$ cat src/rtl/core/assert_macros.svh
// Assertion macros shared by the queue RTL.
`ifndef ASSERT_MACROS_SVH
`define ASSERT_MACROS_SVH

// Check a property on every rising clk edge outside reset.
`define FQS_ASSERT(label, prop, msg) \
  label: assert property (@(posedge clk) disable iff (!rst_n) (prop)) \
    else $error(msg);

// Check that a condition never holds on a rising clk edge outside reset.
`define FQS_NEVER(label, cond, msg) \
  label: assert property (@(posedge clk) disable iff (!rst_n) !(cond)) \
    else $error(msg);

`endif

$ cat src/rtl/core/fqs_pkg.sv
// Constants, types and helper functions for the searchable queue.
`timescale 1ns / 1ps

package fqs_pkg;

  localparam int DEPTH      = 16;
  localparam int WORD_BITS  = 32;
  localparam int COUNT_BITS = 5;
  localparam int POS_BITS   = 8;
  localparam int PTR_W      = (DEPTH > 1) ? $clog2(DEPTH) : 1;
  localparam int CNT_W      = $clog2(DEPTH + 1);
  localparam int SUM_W      = PTR_W + 1;
  localparam int CMP_W      = (CNT_W > POS_BITS) ? CNT_W : POS_BITS;

  typedef logic [PTR_W-1:0]            ptr_t;
  typedef logic [CNT_W-1:0]            cnt_t;
  typedef logic signed [WORD_BITS-1:0] word_t;

  typedef enum logic [3:0] {
    OP_ENQ      = 4'd0,
    OP_DEQ      = 4'd1,
    OP_FRONT    = 4'd2,
    OP_REAR     = 4'd3,
    OP_CONTAINS = 4'd4,
    OP_COUNT    = 4'd5,
    OP_GETAT    = 4'd6,
    OP_NTH      = 4'd7,
    OP_MAX      = 4'd8,
    OP_MIN      = 4'd9,
    OP_REVERSE  = 4'd10,
    OP_CLEAR    = 4'd11,
    OP_SIZE     = 4'd12
  } op_t;

  typedef enum logic [1:0] {
    ST_OK    = 2'd0,
    ST_EMPTY = 2'd1,
    ST_RANGE = 2'd2,
    ST_FULL  = 2'd3
  } status_t;

  typedef enum logic [1:0] {
    S_IDLE,
    S_READ,
    S_SCAN,
    S_DONE
  } state_t;

  // Control from the sequencer to the scan accumulator
  typedef struct packed {
    logic beat;
    logic first;
    logic find_max;
  } scan_ctl_t;

  // Running results of a scan
  typedef struct packed {
    cnt_t  count;
    word_t best;
  } scan_res_t;

  // Add two ring indexes modulo DEPTH
  function automatic ptr_t wrap_add(input ptr_t a, input ptr_t b);
    logic [SUM_W-1:0] s;
    s = {1'b0, a} + {1'b0, b};
    if (s >= SUM_W'(DEPTH)) begin
      s = s - SUM_W'(DEPTH);
    end
    return s[PTR_W-1:0];
  endfunction

  // Ring slot of a logical position counted from the front
  function automatic ptr_t slot_of(input ptr_t head, input cnt_t occ, input logic rev,
                                   input cnt_t lpos);
    cnt_t off;
    off = rev ? (occ - cnt_t'(1) - lpos) : lpos;
    return wrap_add(head, off[PTR_W-1:0]);
  endfunction

endpackage

$ cat src/rtl/core/fqs_chan_if.sv
// Request and response channel interfaces of the searchable queue.
`timescale 1ns / 1ps

interface fqs_in_if;
  import fqs_pkg::*;

  logic                valid;
  logic                ready;
  logic [3:0]          opcode;
  word_t               value;
  logic [POS_BITS-1:0] position;

  modport source (output valid, opcode, value, position, input ready);
  modport sink   (input valid, opcode, value, position, output ready);
endinterface

interface fqs_out_if;
  import fqs_pkg::*;

  logic                  valid;
  logic                  ready;
  word_t                 data;
  logic                  found;
  logic [COUNT_BITS-1:0] match_count;
  logic [COUNT_BITS-1:0] fill_level;
  logic [1:0]            status;

  modport source (output valid, data, found, match_count, fill_level, status, input ready);
  modport sink   (input valid, data, found, match_count, fill_level, status, output ready);
endinterface

$ cat src/rtl/core/fqs_ram.sv
// Simple dual-port RAM: one write port, one read port with registered data.
`timescale 1ns / 1ps

module fqs_ram #(
  parameter int N_ENTRIES = 16,
  parameter int DATA_W    = 32,
  localparam int AW       = (N_ENTRIES > 1) ? $clog2(N_ENTRIES) : 1
) (
  input  logic              clk,
  input  logic              wr_en,
  input  logic [AW-1:0]     wr_addr,
  input  logic [DATA_W-1:0] wr_data,
  input  logic              rd_en,
  input  logic [AW-1:0]     rd_addr,
  output logic [DATA_W-1:0] rd_data
);

  logic [DATA_W-1:0] mem [N_ENTRIES];

  // Write port
  always_ff @(posedge clk) begin
    if (wr_en) begin
      mem[wr_addr] <= wr_data;
    end
  end

  // Read port, registered data
  always_ff @(posedge clk) begin
    if (rd_en) begin
      rd_data <= mem[rd_addr];
    end
  end

endmodule

$ cat src/rtl/core/fqs_scan.sv
// Scan accumulator: match count and running maximum or minimum.
`timescale 1ns / 1ps

module fqs_scan (
  input  logic              clk,
  input  fqs_pkg::scan_ctl_t ctl,
  input  fqs_pkg::word_t    rd_data,
  input  fqs_pkg::word_t    key,
  output fqs_pkg::scan_res_t res
);
  import fqs_pkg::*;

  cnt_t  count_r;
  cnt_t  count_nxt;
  word_t best_r;
  word_t best_nxt;
  logic  hit;
  logic  take;

  // Fold one word read from the ring into the running results
  always_comb begin
    hit       = (rd_data == key);
    take      = ctl.first || (ctl.find_max ? (rd_data > best_r) : (rd_data < best_r));
    count_nxt = ctl.first ? cnt_t'(hit) : (count_r + cnt_t'(hit));
    best_nxt  = take ? rd_data : best_r;
  end

  // Advance on each returned word
  always_ff @(posedge clk) begin
    if (ctl.beat) begin
      count_r <= count_nxt;
      best_r  <= best_nxt;
    end
  end

  assign res.count = count_r;
  assign res.best  = best_r;

endmodule

$ cat src/rtl/core/fifo_queue_with_search.sv
// Top level of the searchable queue: sequencer, pointers and result register.
//
//  Channel   Dir  Handshake            Payload
//  in_chan   in   valid / ready        opcode, value, position
//  out_chan  out  valid / ready        data, found, match_count, fill_level, status
//
// Enqueue, reverse, clear, size and every refused item complete in the idle state.
// Dequeue, front, rear, getat and nthfromend make one RAM read and load in the read state.
// Contains, count, max and min scan the ring, one word per cycle through the single read
// port of the entry RAM; they answer without a scan when the queue is empty.
// Reset is synchronous; the entry RAM is never cleared.
// A new item is taken only when the result register is empty or being drained.
`timescale 1ns / 1ps
`include "assert_macros.svh"

module fifo_queue_with_search (
  input logic       clk,
  input logic       rst_n,
  fqs_in_if.sink    in_chan,
  fqs_out_if.source out_chan
);
  import fqs_pkg::*;

  // Sequencer and queue state
  state_t state_r, state_nxt;
  ptr_t   head_r, head_nxt;
  cnt_t   occ_r, occ_nxt;
  logic   rev_r, rev_nxt;
  op_t    op_r, op_nxt;
  word_t  key_r, key_nxt;
  cnt_t   iss_cnt_r, iss_cnt_nxt;
  logic   rd_pend_r, rd_pend_nxt;
  logic   rd_first_r, rd_first_nxt;

  // Result register
  logic                  out_valid_r, out_valid_nxt;
  word_t                 out_data_r, out_data_nxt;
  logic                  out_found_r, out_found_nxt;
  logic [COUNT_BITS-1:0] out_match_r, out_match_nxt;
  logic [COUNT_BITS-1:0] out_fill_r, out_fill_nxt;
  status_t               out_status_r, out_status_nxt;

  // Handshake and decode
  logic             in_ready_s;
  logic             acc;
  op_t              op_in;
  logic             empty;
  logic             full;
  logic [CMP_W-1:0] pos_w;
  logic [CMP_W-1:0] occ_w;
  logic             dec_read;
  logic             dec_scan;
  cnt_t             dec_lpos;

  // RAM and scan
  logic      ram_wr_en;
  ptr_t      ram_wr_addr;
  logic      ram_rd_en;
  ptr_t      ram_rd_addr;
  word_t     ram_rd_data;
  scan_ctl_t scan_ctl;
  scan_res_t scan_res;

  // Result load
  logic    ld;
  word_t   ld_data;
  logic    ld_found;
  cnt_t    ld_match;
  status_t ld_status;

  assign in_ready_s = (state_r == S_IDLE) && (!out_valid_r || out_chan.ready);
  assign acc        = in_chan.valid && in_ready_s;
  assign op_in      = op_t'(in_chan.opcode);

  // Decode which items read one entry and which scan the ring
  always_comb begin
    empty    = (occ_r == '0);
    full     = (occ_r == cnt_t'(DEPTH));
    pos_w    = CMP_W'(in_chan.position);
    occ_w    = CMP_W'(occ_r);
    dec_read = 1'b0;
    dec_scan = 1'b0;
    dec_lpos = '0;
    unique case (op_in) inside
      OP_DEQ, OP_FRONT: begin
        dec_read = !empty;
      end
      OP_REAR: begin
        dec_read = !empty;
        dec_lpos = occ_r - cnt_t'(1);
      end
      OP_GETAT: begin
        dec_read = (pos_w < occ_w);
        dec_lpos = cnt_t'(in_chan.position);
      end
      OP_NTH: begin
        dec_read = (pos_w != '0) && (pos_w <= occ_w);
        dec_lpos = occ_r - cnt_t'(in_chan.position);
      end
      OP_CONTAINS, OP_COUNT, OP_MAX, OP_MIN: begin
        dec_scan = !empty;
      end
      default: begin
        dec_read = 1'b0;
      end
    endcase
  end

  // Next state
  always_comb begin
    state_nxt = state_r;
    unique case (state_r)
      S_IDLE: begin
        if (acc && dec_read) begin
          state_nxt = S_READ;
        end else if (acc && dec_scan) begin
          state_nxt = S_SCAN;
        end
      end
      S_READ: begin
        state_nxt = S_IDLE;
      end
      S_SCAN: begin
        if ((iss_cnt_r == occ_r) && !rd_pend_r) begin
          state_nxt = S_DONE;
        end
      end
      S_DONE: begin
        state_nxt = S_IDLE;
      end
      default: begin
        state_nxt = S_IDLE;
      end
    endcase
  end

  // Outputs: pointer updates, RAM accesses and result load
  always_comb begin
    head_nxt     = head_r;
    occ_nxt      = occ_r;
    rev_nxt      = rev_r;
    op_nxt       = op_r;
    key_nxt      = key_r;
    iss_cnt_nxt  = iss_cnt_r;
    rd_pend_nxt  = 1'b0;
    rd_first_nxt = 1'b0;
    ram_wr_en    = 1'b0;
    ram_wr_addr  = '0;
    ram_rd_en    = 1'b0;
    ram_rd_addr  = '0;
    ld           = 1'b0;
    ld_data      = '0;
    ld_found     = 1'b0;
    ld_match     = '0;
    ld_status    = ST_OK;

    unique case (state_r)
      S_IDLE: begin
        if (acc) begin
          op_nxt  = op_in;
          key_nxt = in_chan.value;
          if (dec_read) begin
            ram_rd_en   = 1'b1;
            ram_rd_addr = slot_of(head_r, occ_r, rev_r, dec_lpos);
          end
          if (dec_scan) begin
            ram_rd_en    = 1'b1;
            ram_rd_addr  = head_r;
            iss_cnt_nxt  = cnt_t'(1);
            rd_pend_nxt  = 1'b1;
            rd_first_nxt = 1'b1;
          end
          case (op_in) inside
            OP_ENQ: begin
              ld = 1'b1;
              if (full) begin
                ld_status = ST_FULL;
              end else begin
                ram_wr_en = 1'b1;
                if (rev_r) begin
                  head_nxt    = (head_r == '0) ? ptr_t'(DEPTH - 1) : (head_r - ptr_t'(1));
                  ram_wr_addr = head_nxt;
                end else begin
                  ram_wr_addr = wrap_add(head_r, occ_r[PTR_W-1:0]);
                end
                occ_nxt = occ_r + cnt_t'(1);
              end
            end
            OP_DEQ: begin
              if (empty) begin
                ld        = 1'b1;
                ld_status = ST_EMPTY;
              end else begin
                if (!rev_r) begin
                  head_nxt = wrap_add(head_r, ptr_t'(1));
                end
                occ_nxt = occ_r - cnt_t'(1);
              end
            end
            OP_FRONT, OP_REAR, OP_MAX, OP_MIN: begin
              if (empty) begin
                ld        = 1'b1;
                ld_status = ST_EMPTY;
              end
            end
            OP_GETAT, OP_NTH: begin
              if (!dec_read) begin
                ld        = 1'b1;
                ld_status = ST_RANGE;
              end
            end
            OP_CONTAINS, OP_COUNT: begin
              ld = empty;
            end
            OP_REVERSE: begin
              rev_nxt = !rev_r;
              ld      = 1'b1;
            end
            OP_CLEAR: begin
              head_nxt = '0;
              occ_nxt  = '0;
              rev_nxt  = 1'b0;
              ld       = 1'b1;
            end
            default: begin
              ld = 1'b1;
            end
          endcase
        end
      end
      S_READ: begin
        ld      = 1'b1;
        ld_data = ram_rd_data;
      end
      S_SCAN: begin
        // Issue one ring read per cycle until every entry is requested
        if (iss_cnt_r < occ_r) begin
          ram_rd_en   = 1'b1;
          ram_rd_addr = wrap_add(head_r, iss_cnt_r[PTR_W-1:0]);
          iss_cnt_nxt = iss_cnt_r + cnt_t'(1);
          rd_pend_nxt = 1'b1;
        end
      end
      S_DONE: begin
        ld = 1'b1;
        case (op_r) inside
          OP_CONTAINS: ld_found = (scan_res.count != '0);
          OP_COUNT:    ld_match = scan_res.count;
          OP_MAX, OP_MIN: ld_data = scan_res.best;
          default:     ld_data = '0;
        endcase
      end
      default: begin
        ld = 1'b0;
      end
    endcase

    // Hold or drain the result register, load on completion
    out_data_nxt   = out_data_r;
    out_found_nxt  = out_found_r;
    out_match_nxt  = out_match_r;
    out_fill_nxt   = out_fill_r;
    out_status_nxt = out_status_r;
    out_valid_nxt  = out_valid_r && !out_chan.ready;
    if (ld) begin
      out_valid_nxt  = 1'b1;
      out_data_nxt   = ld_data;
      out_found_nxt  = ld_found;
      out_match_nxt  = COUNT_BITS'(ld_match);
      out_fill_nxt   = COUNT_BITS'(occ_nxt);
      out_status_nxt = ld_status;
    end
  end

  // Control registers
  always_ff @(posedge clk) begin
    if (!rst_n) begin
      state_r     <= S_IDLE;
      head_r      <= '0;
      occ_r       <= '0;
      rev_r       <= 1'b0;
      iss_cnt_r   <= '0;
      rd_pend_r   <= 1'b0;
      rd_first_r  <= 1'b0;
      out_valid_r <= 1'b0;
    end else begin
      state_r     <= state_nxt;
      head_r      <= head_nxt;
      occ_r       <= occ_nxt;
      rev_r       <= rev_nxt;
      iss_cnt_r   <= iss_cnt_nxt;
      rd_pend_r   <= rd_pend_nxt;
      rd_first_r  <= rd_first_nxt;
      out_valid_r <= out_valid_nxt;
    end
  end

  // Payload registers
  always_ff @(posedge clk) begin
    op_r         <= op_nxt;
    key_r        <= key_nxt;
    out_data_r   <= out_data_nxt;
    out_found_r  <= out_found_nxt;
    out_match_r  <= out_match_nxt;
    out_fill_r   <= out_fill_nxt;
    out_status_r <= out_status_nxt;
  end

  // Scan beats come in the cycle after each read, when the RAM data is registered
  assign scan_ctl.beat     = rd_pend_r;
  assign scan_ctl.first    = rd_first_r;
  assign scan_ctl.find_max = (op_r == OP_MAX);

  fqs_ram #(
    .N_ENTRIES (DEPTH),
    .DATA_W    (WORD_BITS)
  ) u_ram (
    .clk     (clk),
    .wr_en   (ram_wr_en),
    .wr_addr (ram_wr_addr),
    .wr_data (key_nxt),
    .rd_en   (ram_rd_en),
    .rd_addr (ram_rd_addr),
    .rd_data (ram_rd_data)
  );

  fqs_scan u_scan (
    .clk     (clk),
    .ctl     (scan_ctl),
    .rd_data (ram_rd_data),
    .key     (key_r),
    .res     (scan_res)
  );

  assign in_chan.ready        = in_ready_s;
  assign out_chan.valid       = out_valid_r;
  assign out_chan.data        = out_data_r;
  assign out_chan.found       = out_found_r;
  assign out_chan.match_count = out_match_r;
  assign out_chan.fill_level  = out_fill_r;
  assign out_chan.status      = out_status_r;

  `FQS_ASSERT(a_occ_bound, occ_r <= cnt_t'(DEPTH), "occupancy above depth")
  `FQS_ASSERT(a_read_slot_free, (state_r == S_READ) |-> !out_valid_r, "result slot busy on read")
  `FQS_ASSERT(a_scan_drained, (state_r == S_DONE) |-> (!rd_pend_r && iss_cnt_r == occ_r),
              "scan finished with reads outstanding")
  `FQS_ASSERT(a_head_hold, (state_r != S_IDLE) |=> $stable(head_r), "head moved while busy")
  `FQS_NEVER(a_wr_idle_only, ram_wr_en && state_r != S_IDLE, "entry write outside idle")

endmodule

$ cat src/flat_wrapper.sv
// flat-port wrapper written by rule: the top's interface ports become plain ports
module fifo_queue_with_search_flat import fqs_pkg::*;
  (clk, rst_n, in_chan_valid, in_chan_opcode, in_chan_value, in_chan_position, in_chan_ready, out_chan_valid, out_chan_data, out_chan_found, out_chan_match_count, out_chan_fill_level, out_chan_status, out_chan_ready);
  fqs_in_if in_chan_i ();
  fqs_out_if out_chan_i ();
  input logic clk;
  input logic rst_n;
  input wire logic [$bits(in_chan_i.valid)-1:0] in_chan_valid;
  input wire logic [$bits(in_chan_i.opcode)-1:0] in_chan_opcode;
  input wire logic [$bits(in_chan_i.value)-1:0] in_chan_value;
  input wire logic [$bits(in_chan_i.position)-1:0] in_chan_position;
  output wire logic [$bits(in_chan_i.ready)-1:0] in_chan_ready;
  output wire logic [$bits(out_chan_i.valid)-1:0] out_chan_valid;
  output wire logic [$bits(out_chan_i.data)-1:0] out_chan_data;
  output wire logic [$bits(out_chan_i.found)-1:0] out_chan_found;
  output wire logic [$bits(out_chan_i.match_count)-1:0] out_chan_match_count;
  output wire logic [$bits(out_chan_i.fill_level)-1:0] out_chan_fill_level;
  output wire logic [$bits(out_chan_i.status)-1:0] out_chan_status;
  input wire logic [$bits(out_chan_i.ready)-1:0] out_chan_ready;
  assign in_chan_i.valid = in_chan_valid;
  assign in_chan_i.opcode = in_chan_opcode;
  assign in_chan_i.value = in_chan_value;
  assign in_chan_i.position = in_chan_position;
  assign in_chan_ready = in_chan_i.ready;
  assign out_chan_valid = out_chan_i.valid;
  assign out_chan_data = out_chan_i.data;
  assign out_chan_found = out_chan_i.found;
  assign out_chan_match_count = out_chan_i.match_count;
  assign out_chan_fill_level = out_chan_i.fill_level;
  assign out_chan_status = out_chan_i.status;
  assign out_chan_i.ready = out_chan_ready;
  fifo_queue_with_search u_core (.clk(clk), .rst_n(rst_n), .in_chan(in_chan_i), .out_chan(out_chan_i));
endmodule
$ cat config.mk
export PLATFORM = sky130hd
export DESIGN_NAME = fifo_queue_with_search_flat
export DESIGN_NICKNAME = d
export VERILOG_FILES = /design/src/rtl/core/fqs_pkg.sv /design/src/rtl/core/fqs_chan_if.sv /design/src/rtl/core/fqs_ram.sv /design/src/rtl/core/fqs_scan.sv /design/src/rtl/core/fifo_queue_with_search.sv /design/src/flat_wrapper.sv
export VERILOG_INCLUDE_DIRS = /design/src /design/src/rtl/core
export SDC_FILE = /design/constraint.sdc
export NUM_CORES = 1
export LEC_CHECK = 0
export BUFFER_PORTS_ARGS = -buffer_cell sky130_fd_sc_hd__buf_2
export CAP_MARGIN = 30
export CORE_MARGIN = 5
export CORE_UTILIZATION = 25
export DETAILED_ROUTE_END_ITERATION = 6
export GPL_TIMING_DRIVEN = 0
export PLACE_DENSITY_LB_ADDON = 0.05
export SYNTH_ARGS = -nofsm -noshare
export SYNTH_HDL_FRONTEND = slang
export SYNTH_SLANG_ARGS = --single-unit
$ cat constraint.sdc
create_clock -name clk -period 5.55 [get_ports clk]
set_input_delay 0.555 -clock clk [delete_from_list [all_inputs] [get_ports clk]]
set_output_delay 0.555 -clock clk [all_outputs]
set_load 0.05 [all_outputs]
After elaboration in Yosys (flattened, before gate mapping):

Memories as Yosys holds them, arrays and structs flattened. A register that Yosys moved wholly into a read port is not among the register bits.
Index checks and enable logic that the tools add are counted.

* add/subtract/negate cells: 15
* $lt $le $gt $ge: 9
* eq/ne operators: 34
* mux-type cells: 90
* bitwise gates (word level): 7
* reductions and logical operators: 39

Operators with widths (number)
* two-way mux 32 bit: 5
* two-way mux 4 bit: 26
* two-way mux 5 bit: 14
* one-hot mux 32 bit (2 select lines): 1
* equality test 32 bit: 1
* > comparator 32 bit: 1
* < comparator 32 bit: 1
* two-way mux 1 bit: 27
* equality test 4 x 3 -> 1 bit, second input constant: 6
* equality test 4 bit, second input constant: 6
* greater-or-equal comparator 5 bit, second input constant: 4
* subtractor 4 x 1 -> 4 bit, second input constant: 5
* two-way mux 2 bit: 9
* adder 4 x 4 -> 5 bit: 3
* != test 3 x 1 -> 1 bit, second input constant: 4
* one-hot mux 4 bit (3 select lines): 1
* AND reduction 11 bit: 1
* adder 5 x 1 -> 5 bit, second input constant: 2
* != test 2 x 1 -> 1 bit, second input constant: 5
* one-hot mux 5 bit (2 select lines): 1
* AND reduction 2 bit: 5
* != test 3 bit, second input constant: 3
* equality test 4 x 2 -> 1 bit, second input constant: 2
* less-or-equal comparator 8 x 5 -> 1 bit: 1
* other kinds (32): 60

* register bits after elaboration: 138
* RAM bits: 512
* input bits: 48
* output and inout bits: 47
* word-level logic and storage cells: 213
* memories kept: 1

Memory list
* u_core.u_ram.mem: depth 16, width 32, rd ports 1, clocked after Yosys merged registers in 1, write ports 1, RTL line fqs_ram.sv:18 `logic [DATA_W-1:0] mem [N_ENTRIES];`

Depth between registers and ports, before layout:

Gate-level depths: netlist of run 1.

* word-level depth: 11
* gate-level depth with buffers: 22
* gate-level depth less buffers: 19

Hierarchy:

A second synthesis of run 1 with hierarchy kept.

* cell total of the unflattened synthesis: 1616
* area total of the unflattened synthesis: 28034.4 um^2

Modules (own cells, without submodules)
* fqs_ram: times used 1, cells each 838, area an instance 20155.6 um^2, sequential area each 16335.7 um^2
* fifo_queue_with_search: times used 1, cells each 563, area an instance 5417.7 um^2, sequential area each 2512.4 um^2
* fqs_scan: times used 1, cells each 215, area an instance 2461.1 um^2, sequential area each 1111.1 um^2

Least setup slack after synthesis of run 1:

Ideal clock, no wire load.

* path kind: reg2reg
* start: register u_core.u_ram.rd_data[25], read port of u_core.u_ram.mem
* end: register u_core.u_scan.best_r[0], enable pin
* setup time: 0.470 ns
* arrival time: 4.396 ns
* required time: 5.080 ns
* slack: 0.683 ns
* cell stages (with the launch flop): 10
* buffers on the path: 0
* clock period less this slack: 4.867 ns
* path through: edfxtp_1 -> ha_1 -> a21o_1 -> a21o_1 -> a21o_1 -> a21o_1 -> a21o_1 -> a2111oi_0 -> a22oi_1 -> a211oi_1

* longest elaborated chain between the ends: 4
* elaborated cells between the ends (all ways): 5
* those cells by class: order compare: 2; mux: 1; reduce/logical: 2

Ends and longest elaborated chain
* from (decl): RTL line fqs_ram.sv:15 `output logic [DATA_W-1:0] rd_data`
* < comparator 32 bit or > comparator 32 bit (tied branches): RTL line fqs_scan.sv:23 `take = ctl.first || (ctl.find_max ? (rd_data > best_r) : (rd_data < best_r));`
* two-way mux 1 bit *: RTL line fqs_scan.sv:23
* logical OR 1 bit *: RTL line fqs_scan.sv:23
* AND reduction 2 bit (no line) *
* to (signal assigned): RTL line fqs_scan.sv:32 `best_r <= best_nxt;`
* to (decl): RTL line fqs_scan.sv:15 `word_t best_r;`

Mark *: on every way between the ends. The rest lies on a longest branch, timed or not.
A chain may end at the register's enable or synchronous reset.

Final worst setup path of run 1:

* start: register u_core.occ_r[0]
* end: register u_core.u_ram.rd_data[23], read port of u_core.u_ram.mem (data pin)

* longest elaborated chain between the ends: 11
* elaborated cells between the ends (all ways): 27
* those cells by class: add/sub: 5; order compare: 4; mux: 15; reduce/logical: 3

Ends and longest elaborated chain
* from (decl): RTL line fifo_queue_with_search.sv:27 `cnt_t occ_r, occ_nxt;`
* from (signal assigned): RTL line fifo_queue_with_search.sv:289 `occ_r <= occ_nxt;`
* subtractor 5 x 1 -> 5 bit or subtractor 4 bit (tied branches): RTL line fqs_pkg.sv:76, fifo_queue_with_search.sv:90, fifo_queue_with_search.sv:98
* one-hot mux 4 bit (3 select lines): RTL line fifo_queue_with_search.sv:84 `unique case (op_in) inside`
* subtractor 4 bit: RTL line fqs_pkg.sv:76 `off = rev ? (occ - cnt_t'(1) - lpos) : lpos;`
* two-way mux 4 bit: RTL line fqs_pkg.sv:76
* adder 4 x 4 -> 5 bit: RTL line fqs_pkg.sv:65 `s = {1'b0, a} + {1'b0, b};`
* subtractor 4 x 1 -> 4 bit or greater-or-equal comparator 5 bit (tied branches): RTL line fqs_pkg.sv:67, fqs_pkg.sv:66
* two-way mux 4 bit: RTL line fqs_pkg.sv:66 `if (s >= SUM_W'(DEPTH)) begin`
* two-way mux 4 bit: RTL line fifo_queue_with_search.sv:162 `if (dec_read) begin`
* two-way mux 4 bit: RTL line fifo_queue_with_search.sv:166 `if (dec_scan) begin`
* two-way mux 4 bit: RTL line fifo_queue_with_search.sv:159 `if (acc) begin`
* one-hot mux 4 bit (2 select lines): RTL line fifo_queue_with_search.sv:157 `unique case (state_r)`

Parallel ways exist; a longest one is shown, timed or not.

==> flow_metrics.py, run 1 <==
metrics = {
    "critical_path": {
        "worst_ep_arrival_time_ns": 5.70,
        "path_common_cell": "inv_1",
        "cp_cell_sequence": "inv_1 > ha_1 > inv_1 > fa_1 > mux2i_1 > o22ai_1 > fa_1 > nand2_1 > o21a_1 > ha_1 > a21o_1 > a21oi_1 > xnor2_1 > inv_1 > or4b_4 > a31o_1 > buf_6 > buf_6 > nand3_1 > o22ai_1",
        "cp-end-kind": "register",
        "crit_path_max_fanout": 13,
        "required_ns": 5.91,
        "path_class": "register to register",
        "cp_slowest_stage_delay_ns": 0.54,
        "worst_path_max_delay_cell": "fa_1",
        "cp-start-kind": "register",
    },
    "yosys": {
        "synthArstFlopShare_pct": 0,
        "avgSynthCellArea_um2": 13.3,
        "synthesis.nets": 2318,
        "synth_seq_cells": 682,
        "ys.flop_type": "edfxtp_1",
        "ys_seq_area_share_pct": 68.4,
        "ys.warnings.count": 0,
        "syn_area_mm2": 0.0292,
        "synth-edff-count": 630,
        "synth_cell_type_count": 75,
        "synthCells": 2200,
    },
    "sta": {
        "slew-limit-headroom_pct": 36.5,
        "slew_violations": 0,
        "hold_viol": 0,
        "rsz0062_at_grt": "no",
        "finalCriticalPeriod_ns": 5.35,
        "whs_ns": 0.166,
        "finClkSkew_ns": 0.0298,
        "max_freq_ghz": 0.187,
        "setup_viol": 0,
        "setup_ws_ns": 0.204,
        "fin_crit_sh_pct": 96.3,
        "worst_pin_slew_ns": 0.953,
    },
    "route": {
        "dr_wl_met3_mm": 3.82,
        "vias": 18600,
        "finalWirelength_mm": 101,
        "dr.first_iter.drc_count": 1308,
        "vias_per_cell": 4.65,
        "wl_met1_mm": 48.1,
        "wl_per_cell_um": 25.2,
        "antenna_left": 0,
        "highest_layer": "met4",
        "drc_errors": 0,
        "dr.pass1.iters": 5,
        "dr_wl_met2_mm": 47.0,
    },
    "clock_tree": {
        "cts_tree": "built",
        "path_clk_slew_ns": 0.06,
        "h-tree-depth": 3,
        "clock_path_buffers": 3,
        "root_buffer": "clkbuf_16",
        "cts.sinks": 682,
        "cts_buffers": 83,
        "clk-insertion-delay-late_ns": 0.65,
    },
    "status": {
        "status": "completed",
    },
    "cells_and_area": {
        "fillers": 11700,
        "fin_util_pct": 30.2,
        "nNetsFinal": 2528,
        "area_growth_pct": 20.3,
        "regArea_mm2": 0.0200,
        "final_cells": 4002,
        "drive_above_1_share_pct": 16.9,
        "multi_input_area_mm2": 0.00859,
    },
    "placed_design": {
        "dpl_worst_slack_ns": -1.03,
        "place.gp.congestion": 0.806,
        "dp_cells": 3845,
        "port_buffers": 94,
        "dp_hpwl_mm": 72.6,
    },
    "global_route": {
        "track_usage_pct": 16.1,
        "antenna_found_initial": 1,
        "first_global_vias": 18800,
        "grt_max_degree": 40,
        "grt_pass1_wl_mm": 142,
        "grt_remaining_overflow": 0,
    },
    "power_and_ir_drop": {
        "peakVddDrop_uv": 200,
        "cellLeakagePower_uw": 0.0126,
        "power_uw": 11700,
        "powerDensity_mw_per_mm2": 332,
    },
    "floorplanning": {
        "dieWidth_um": 352,
        "design.die.area_mm2": 0.124,
        "start_util_pct": 25.1,
        "core_mm2": 0.116,
        "die_y_um": 352,
        "num_rows": 125,
        "num_io_pins": 95,
    },
    "min_path": {
        "hold_path.class": "primary input to register",
    },
    "flow_run": {
        "cap_violations": 0,
    },
}
-- final cells by class --
cell class | instances | share of cell area [%]
inverter | 62 | 0.663
buffer | 121 | 1.85
clock inverter | 36 | 0.902
tap | 1524 | 5.43
sequential | 682 | 56.9
timing repair buffer | 127 | 3.19
antenna | 2 | 0.0143
clock buffer | 115 | 6.58
multi-input combinational | 1333 | 24.5
-- kinds of logic (layout without fill, tap and decap cells) --
| logic type | after synthesis | count (layout) | share of synthesized area, % |
|---|---|---|---|
| XOR/XNOR | 53 | 53 | 1.59 |
| multiplexers | 71 | 71 | 2.44 |
| AND/OR/NAND/NOR | 727 | 727 | 10.9 |
| buffers and inverters | 185 | 461 | 2.91 |
| AO/OA/AOI/OAI | 412 | 412 | 10.7 |
| adder cells (fa/ha/maj) | 70 | 70 | 3.13 |
| flip-flops | 682 | 682 | 68.4 |
| other | 0 | 2 | 0 |
-- synthesized netlist by cell type, types with 24 or more instances --
| library cell | count | area, µm² |
|---|---|---|
| nor2_1 | 48 | 180 |
| inv_1 | 61 | 229 |
| buf_2 | 39 | 195 |
| nand3_1 | 115 | 576 |
| a21oi_1 | 135 | 676 |
| mux2i_1 | 69 | 691 |
| a22oi_1 | 25 | 188 |
| nand2_1 | 464 | 1740 |
| dfxtp_1 | 52 | 1040 |
| clkbuf_1 | 63 | 236 |
| xor2_1 | 43 | 377 |
| a22o_1 | 34 | 298 |
| edfxtp_1 | 630 | 18900 |
| o21ai_0 | 24 | 120 |
| ha_1 | 65 | 813 |
-- flip-flops by register name, indices dropped and copies added, names as in the netlist, 2 cells and up --
name and cells:
u_core.u_ram.mem 512, u_core.key_r 32, u_core.out_chan.data 32, u_core.u_ram.rd_data 32, u_core.u_scan.best_r 32, u_core.iss_cnt_r 5
u_core.occ_r 5, u_core.out_chan.fill_level 5, u_core.out_chan.match_count 5, u_core.u_scan.count_r 5, u_core.head_r 4, u_core.op_r 4
u_core.out_chan.status 2, u_core.state_r 2
-- routing by layer --
layer,GRT usage [%],vias to the layer above
met5,0,-
met4,3.58,0
met3,2.36,111
met2,26.5,402
met1,22.6,9476
li1,-,8612
-- power by group --
part | switching, µW | internal, µW
clock network | 2200 | 3100
registers | 35.2 | 5770
logic | 456 | 110
-- critical path, delay by kind of cell, from the launching register on --
family / cells / cell delay (ns)
adders and majority gates: 4 / 1.50
AOI/OAI and AO/OA: 6 / 1.17
and+or+nand+nor: 3 / 0.79
buffers and inverters: 5 / 0.66
DFF: 1 / 0.51
muxes: 1 / 0.28
xor gates and xnor gates: 1 / 0.14
-- final timing paths --
check,startpoint,endpoint,slack [ns],cells past startpoint
worst min register to register,u_core.iss_cnt_r[4],u_core.iss_cnt_r[4],0.53,2
worst max register to register,u_core.occ_r[0],u_core.u_ram.rd_data[23],0.20,20
worst min-delay path,in_chan_opcode[2],u_core.op_r[2],0.17,1
worst max-delay path,u_core.occ_r[0],u_core.u_ram.rd_data[23],0.20,20
-- layout by cell type (no fill, tap or decap), types with 23 or more instances in the layout --
cell,instances
nor2_1,32
clkbuf_16,86
inv_1,61
xor2_1,43
o21ai_0,23
a31oi_1,23
a22o_1,34
o21ai_2,23
nand3_1,115
ha_1,65
buf_2,130
mux2i_1,69
a21oi_1,130
a22oi_1,25
clkbuf_1,76
nand2_1,464
edfxtp_1,630
dfxtp_1,50
-- timing repair --
action	in CTS	in global routing
gates resized for setup	23	15
pin swaps	2	0
endpoints found under the setup margin	32	26
setup buffers	6	0
hold buffers	0	0
-- per-stage QoR --
| stage | setup TNS, ns | cell area [µm²] |
|---|---|---|
| 6_report | 0 | 35100 |
| 5_1_grt | 0 | 35100 |
| 4_1_cts | 0 | 35100 |
| 3_5_place_dp | -23.33 | 32300 |
| 3_3_place_gp | -823.94 | 31600 |
| 2_1_floorplan | 0 | 29200 |
Note: power is estimated with default switching activity, not from simulation.
==> inputs of run 2 (changes only) <==
--- a/config.mk
+++ b/config.mk
@@ -9,7 +9,7 @@
 export BUFFER_PORTS_ARGS = -buffer_cell sky130_fd_sc_hd__buf_2
 export CAP_MARGIN = 30
 export CORE_MARGIN = 5
-export CORE_UTILIZATION = 25
+export CORE_UTILIZATION = 50
 export DETAILED_ROUTE_END_ITERATION = 6
 export GPL_TIMING_DRIVEN = 0
 export PLACE_DENSITY_LB_ADDON = 0.05
==> flow_metrics.py, run 2 (synthesized netlist as in run 1, its figures left out) <==
metrics = {
    "status": {
        "status": "completed",
    },
    "cells_and_area": {
        "top_register": "u_core.u_ram.mem",
        "mostFrequentLayoutCells": "edfxtp_1 (630), nand2_1 (464), buf_2 (130)",
        "drive_above_1_share_pct": 16.3,
        "regArea_mm2": 0.0200,
        "multi_input_area_mm2": 0.00861,
        "largest_reg_flops": 512,
        "fin_util_pct": 58.2,
        "mostFrequentLayoutCell": "edfxtp_1",
        "nNetsFinal": 2513,
        "area_growth_pct": 15.3,
        "antenna_cells": 0,
        "fillers": 4608,
    },
    "clock_tree": {
        "ctsHoldBuffers": 0,
        "h-tree-depth": 3,
        "cts.sinks": 682,
        "clock_path_buffers": 3,
        "cts_buffers": 72,
        "path_clk_slew_ns": 0.06,
        "cts_tree": "built",
        "clk-insertion-delay-late_ns": 0.60,
        "root_buffer": "clkbuf_16",
    },
    "critical_path": {
        "cp-end-kind": "register",
        "cp_cell_sequence": "clkbuf_2 > inv_1 > ha_1 > inv_1 > fa_1 > mux2i_1 > o22ai_1 > fa_1 > nand2_1 > o21a_1 > inv_1 > fa_1 > inv_1 > a31oi_4 > buf_12 > buf_12 > clkdlybuf4s15_2 > a21oi_1 > nand2_1 > a31oi_1 > o21ai_2",
        "worst_ep_arrival_time_ns": 5.64,
        "worst_path_max_delay_cell": "fa_1",
        "required_ns": 5.86,
        "crit_path_max_fanout": 10,
        "path_common_cell": "inv_1",
        "cp-start-kind": "register",
        "path_class": "register to register",
        "cp_slowest_stage_delay_ns": 0.52,
    },
    "placed_design": {
        "dp_hpwl_mm": 55.2,
        "port_buffers": 94,
        "place.gp.congestion": 0.892,
    },
    "sta": {
        "hold_viol": 0,
        "max_freq_ghz": 0.188,
        "finClkSkew_ns": 0.0238,
        "setup_viol": 0,
        "whs_ns": 0.235,
        "worst_pin_slew_ns": 0.852,
        "rsz0062_at_grt": "no",
        "slew-limit-headroom_pct": 43.2,
        "final.setup.tns_ns": 0,
        "finalCriticalPeriod_ns": 5.33,
        "fin_crit_sh_pct": 96.0,
        "slew_violations": 0,
    },
    "floorplanning": {
        "num_io_pins": 95,
        "start_util_pct": 50.5,
        "design.die.area_mm2": 0.0633,
        "core_mm2": 0.0578,
        "die_y_um": 252,
        "dieWidth_um": 252,
        "num_rows": 88,
    },
    "route": {
        "antenna_left": 0,
        "vias": 18400,
        "wl_per_cell_um": 24.1,
        "dr.first_iter.drc_count": 1723,
        "drc_errors": 0,
        "vias_per_cell": 5.73,
        "dr.pass1.iters": 5,
        "finalWirelength_mm": 77.4,
    },
    "global_route": {
        "grt_max_degree": 42,
        "grt_remaining_overflow": 0,
        "first_global_vias": 18000,
        "use_met3_pct": 3.58,
        "met1_usage_pct": 36.0,
        "antenna_found_initial": 0,
        "track_usage_pct": 24.2,
        "grt_pass1_wl_mm": 115,
        "met2_usage_pct": 38.2,
        "busiest_layer": "met2",
    },
    "min_path": {
        "hold_path.class": "primary input to register",
    },
    "flow_run": {
        "cap_violations": 0,
    },
    "power_and_ir_drop": {
        "power_uw": 11000,
        "powerDensity_mw_per_mm2": 327,
        "peakVddDrop_uv": 337,
        "cellLeakagePower_uw": 0.0124,
    },
}
run 2: worst max-delay path: cells and delay by family, from the launching register on:
kind | cells | cell delay [ns]
adder cells (fa/ha/maj) | 4 | 1.65
buffers and inverters | 8 | 1.32
AO/OA/AOI/OAI | 6 | 1.27
flip-flops | 1 | 0.41
multiplexers | 1 | 0.24
AND/OR/NAND/NOR | 2 | 0.15
run 2: power by group:
part | internal, µW | switching (µW)
Combinational | 100 | 418
Clock | 2740 | 1930
Sequential | 5770 | 33.0
run 2: stage by stage:
step,instance area [µm²],instances,setup WS [ns]
final,33600,3213,0.221
after global routing,33600,3213,0.0105
after detailed placement,31200,3080,-0.202
after floorplan,29200,2200,0.683
after CTS,33600,3213,0.00351
after global placement,30600,3059,-0.982
run 2: cell type report:
class / instances / share of cell area, %
sequential: 682 / 59.3
buffer: 123 / 1.92
clock buffer: 97 / 6.01
inverter: 62 / 0.692
tap: 765 / 2.85
multi-input combinational: 1333 / 25.6
clock inverter: 30 / 0.781
timing repair buffer: 121 / 2.84
run 2: final timing paths:
path                                           from                        to  slack, ns  cells past startpoint
worst max register to register      u_core.occ_r[0]  u_core.u_ram.rd_data[25]       0.22                     21
worst min-delay path              in_chan_opcode[2]            u_core.op_r[2]       0.23                      1
worst max-delay path                u_core.occ_r[0]  u_core.u_ram.rd_data[25]       0.22                     21
worst min register to register  u_core.iss_cnt_r[4]       u_core.iss_cnt_r[4]       0.54                      2
run 2: what timing repair did:
| item | CTS | global route |
|---|---|---|
| setup buffers | 6 | 0 |
| pin swaps | 1 | 0 |
| resized for setup | 10 | 26 |
| endpoints found under the setup margin | 30 | 32 |
| hold endpoints to repair | 0 | 0 |
run 2: metal layers:
metal	part of all wire (%)	vias to the layer above
met5	0	-
met4	1.9	0
met1	45	9106
met3	6.7	94
li1	-	8580
met2	46	626
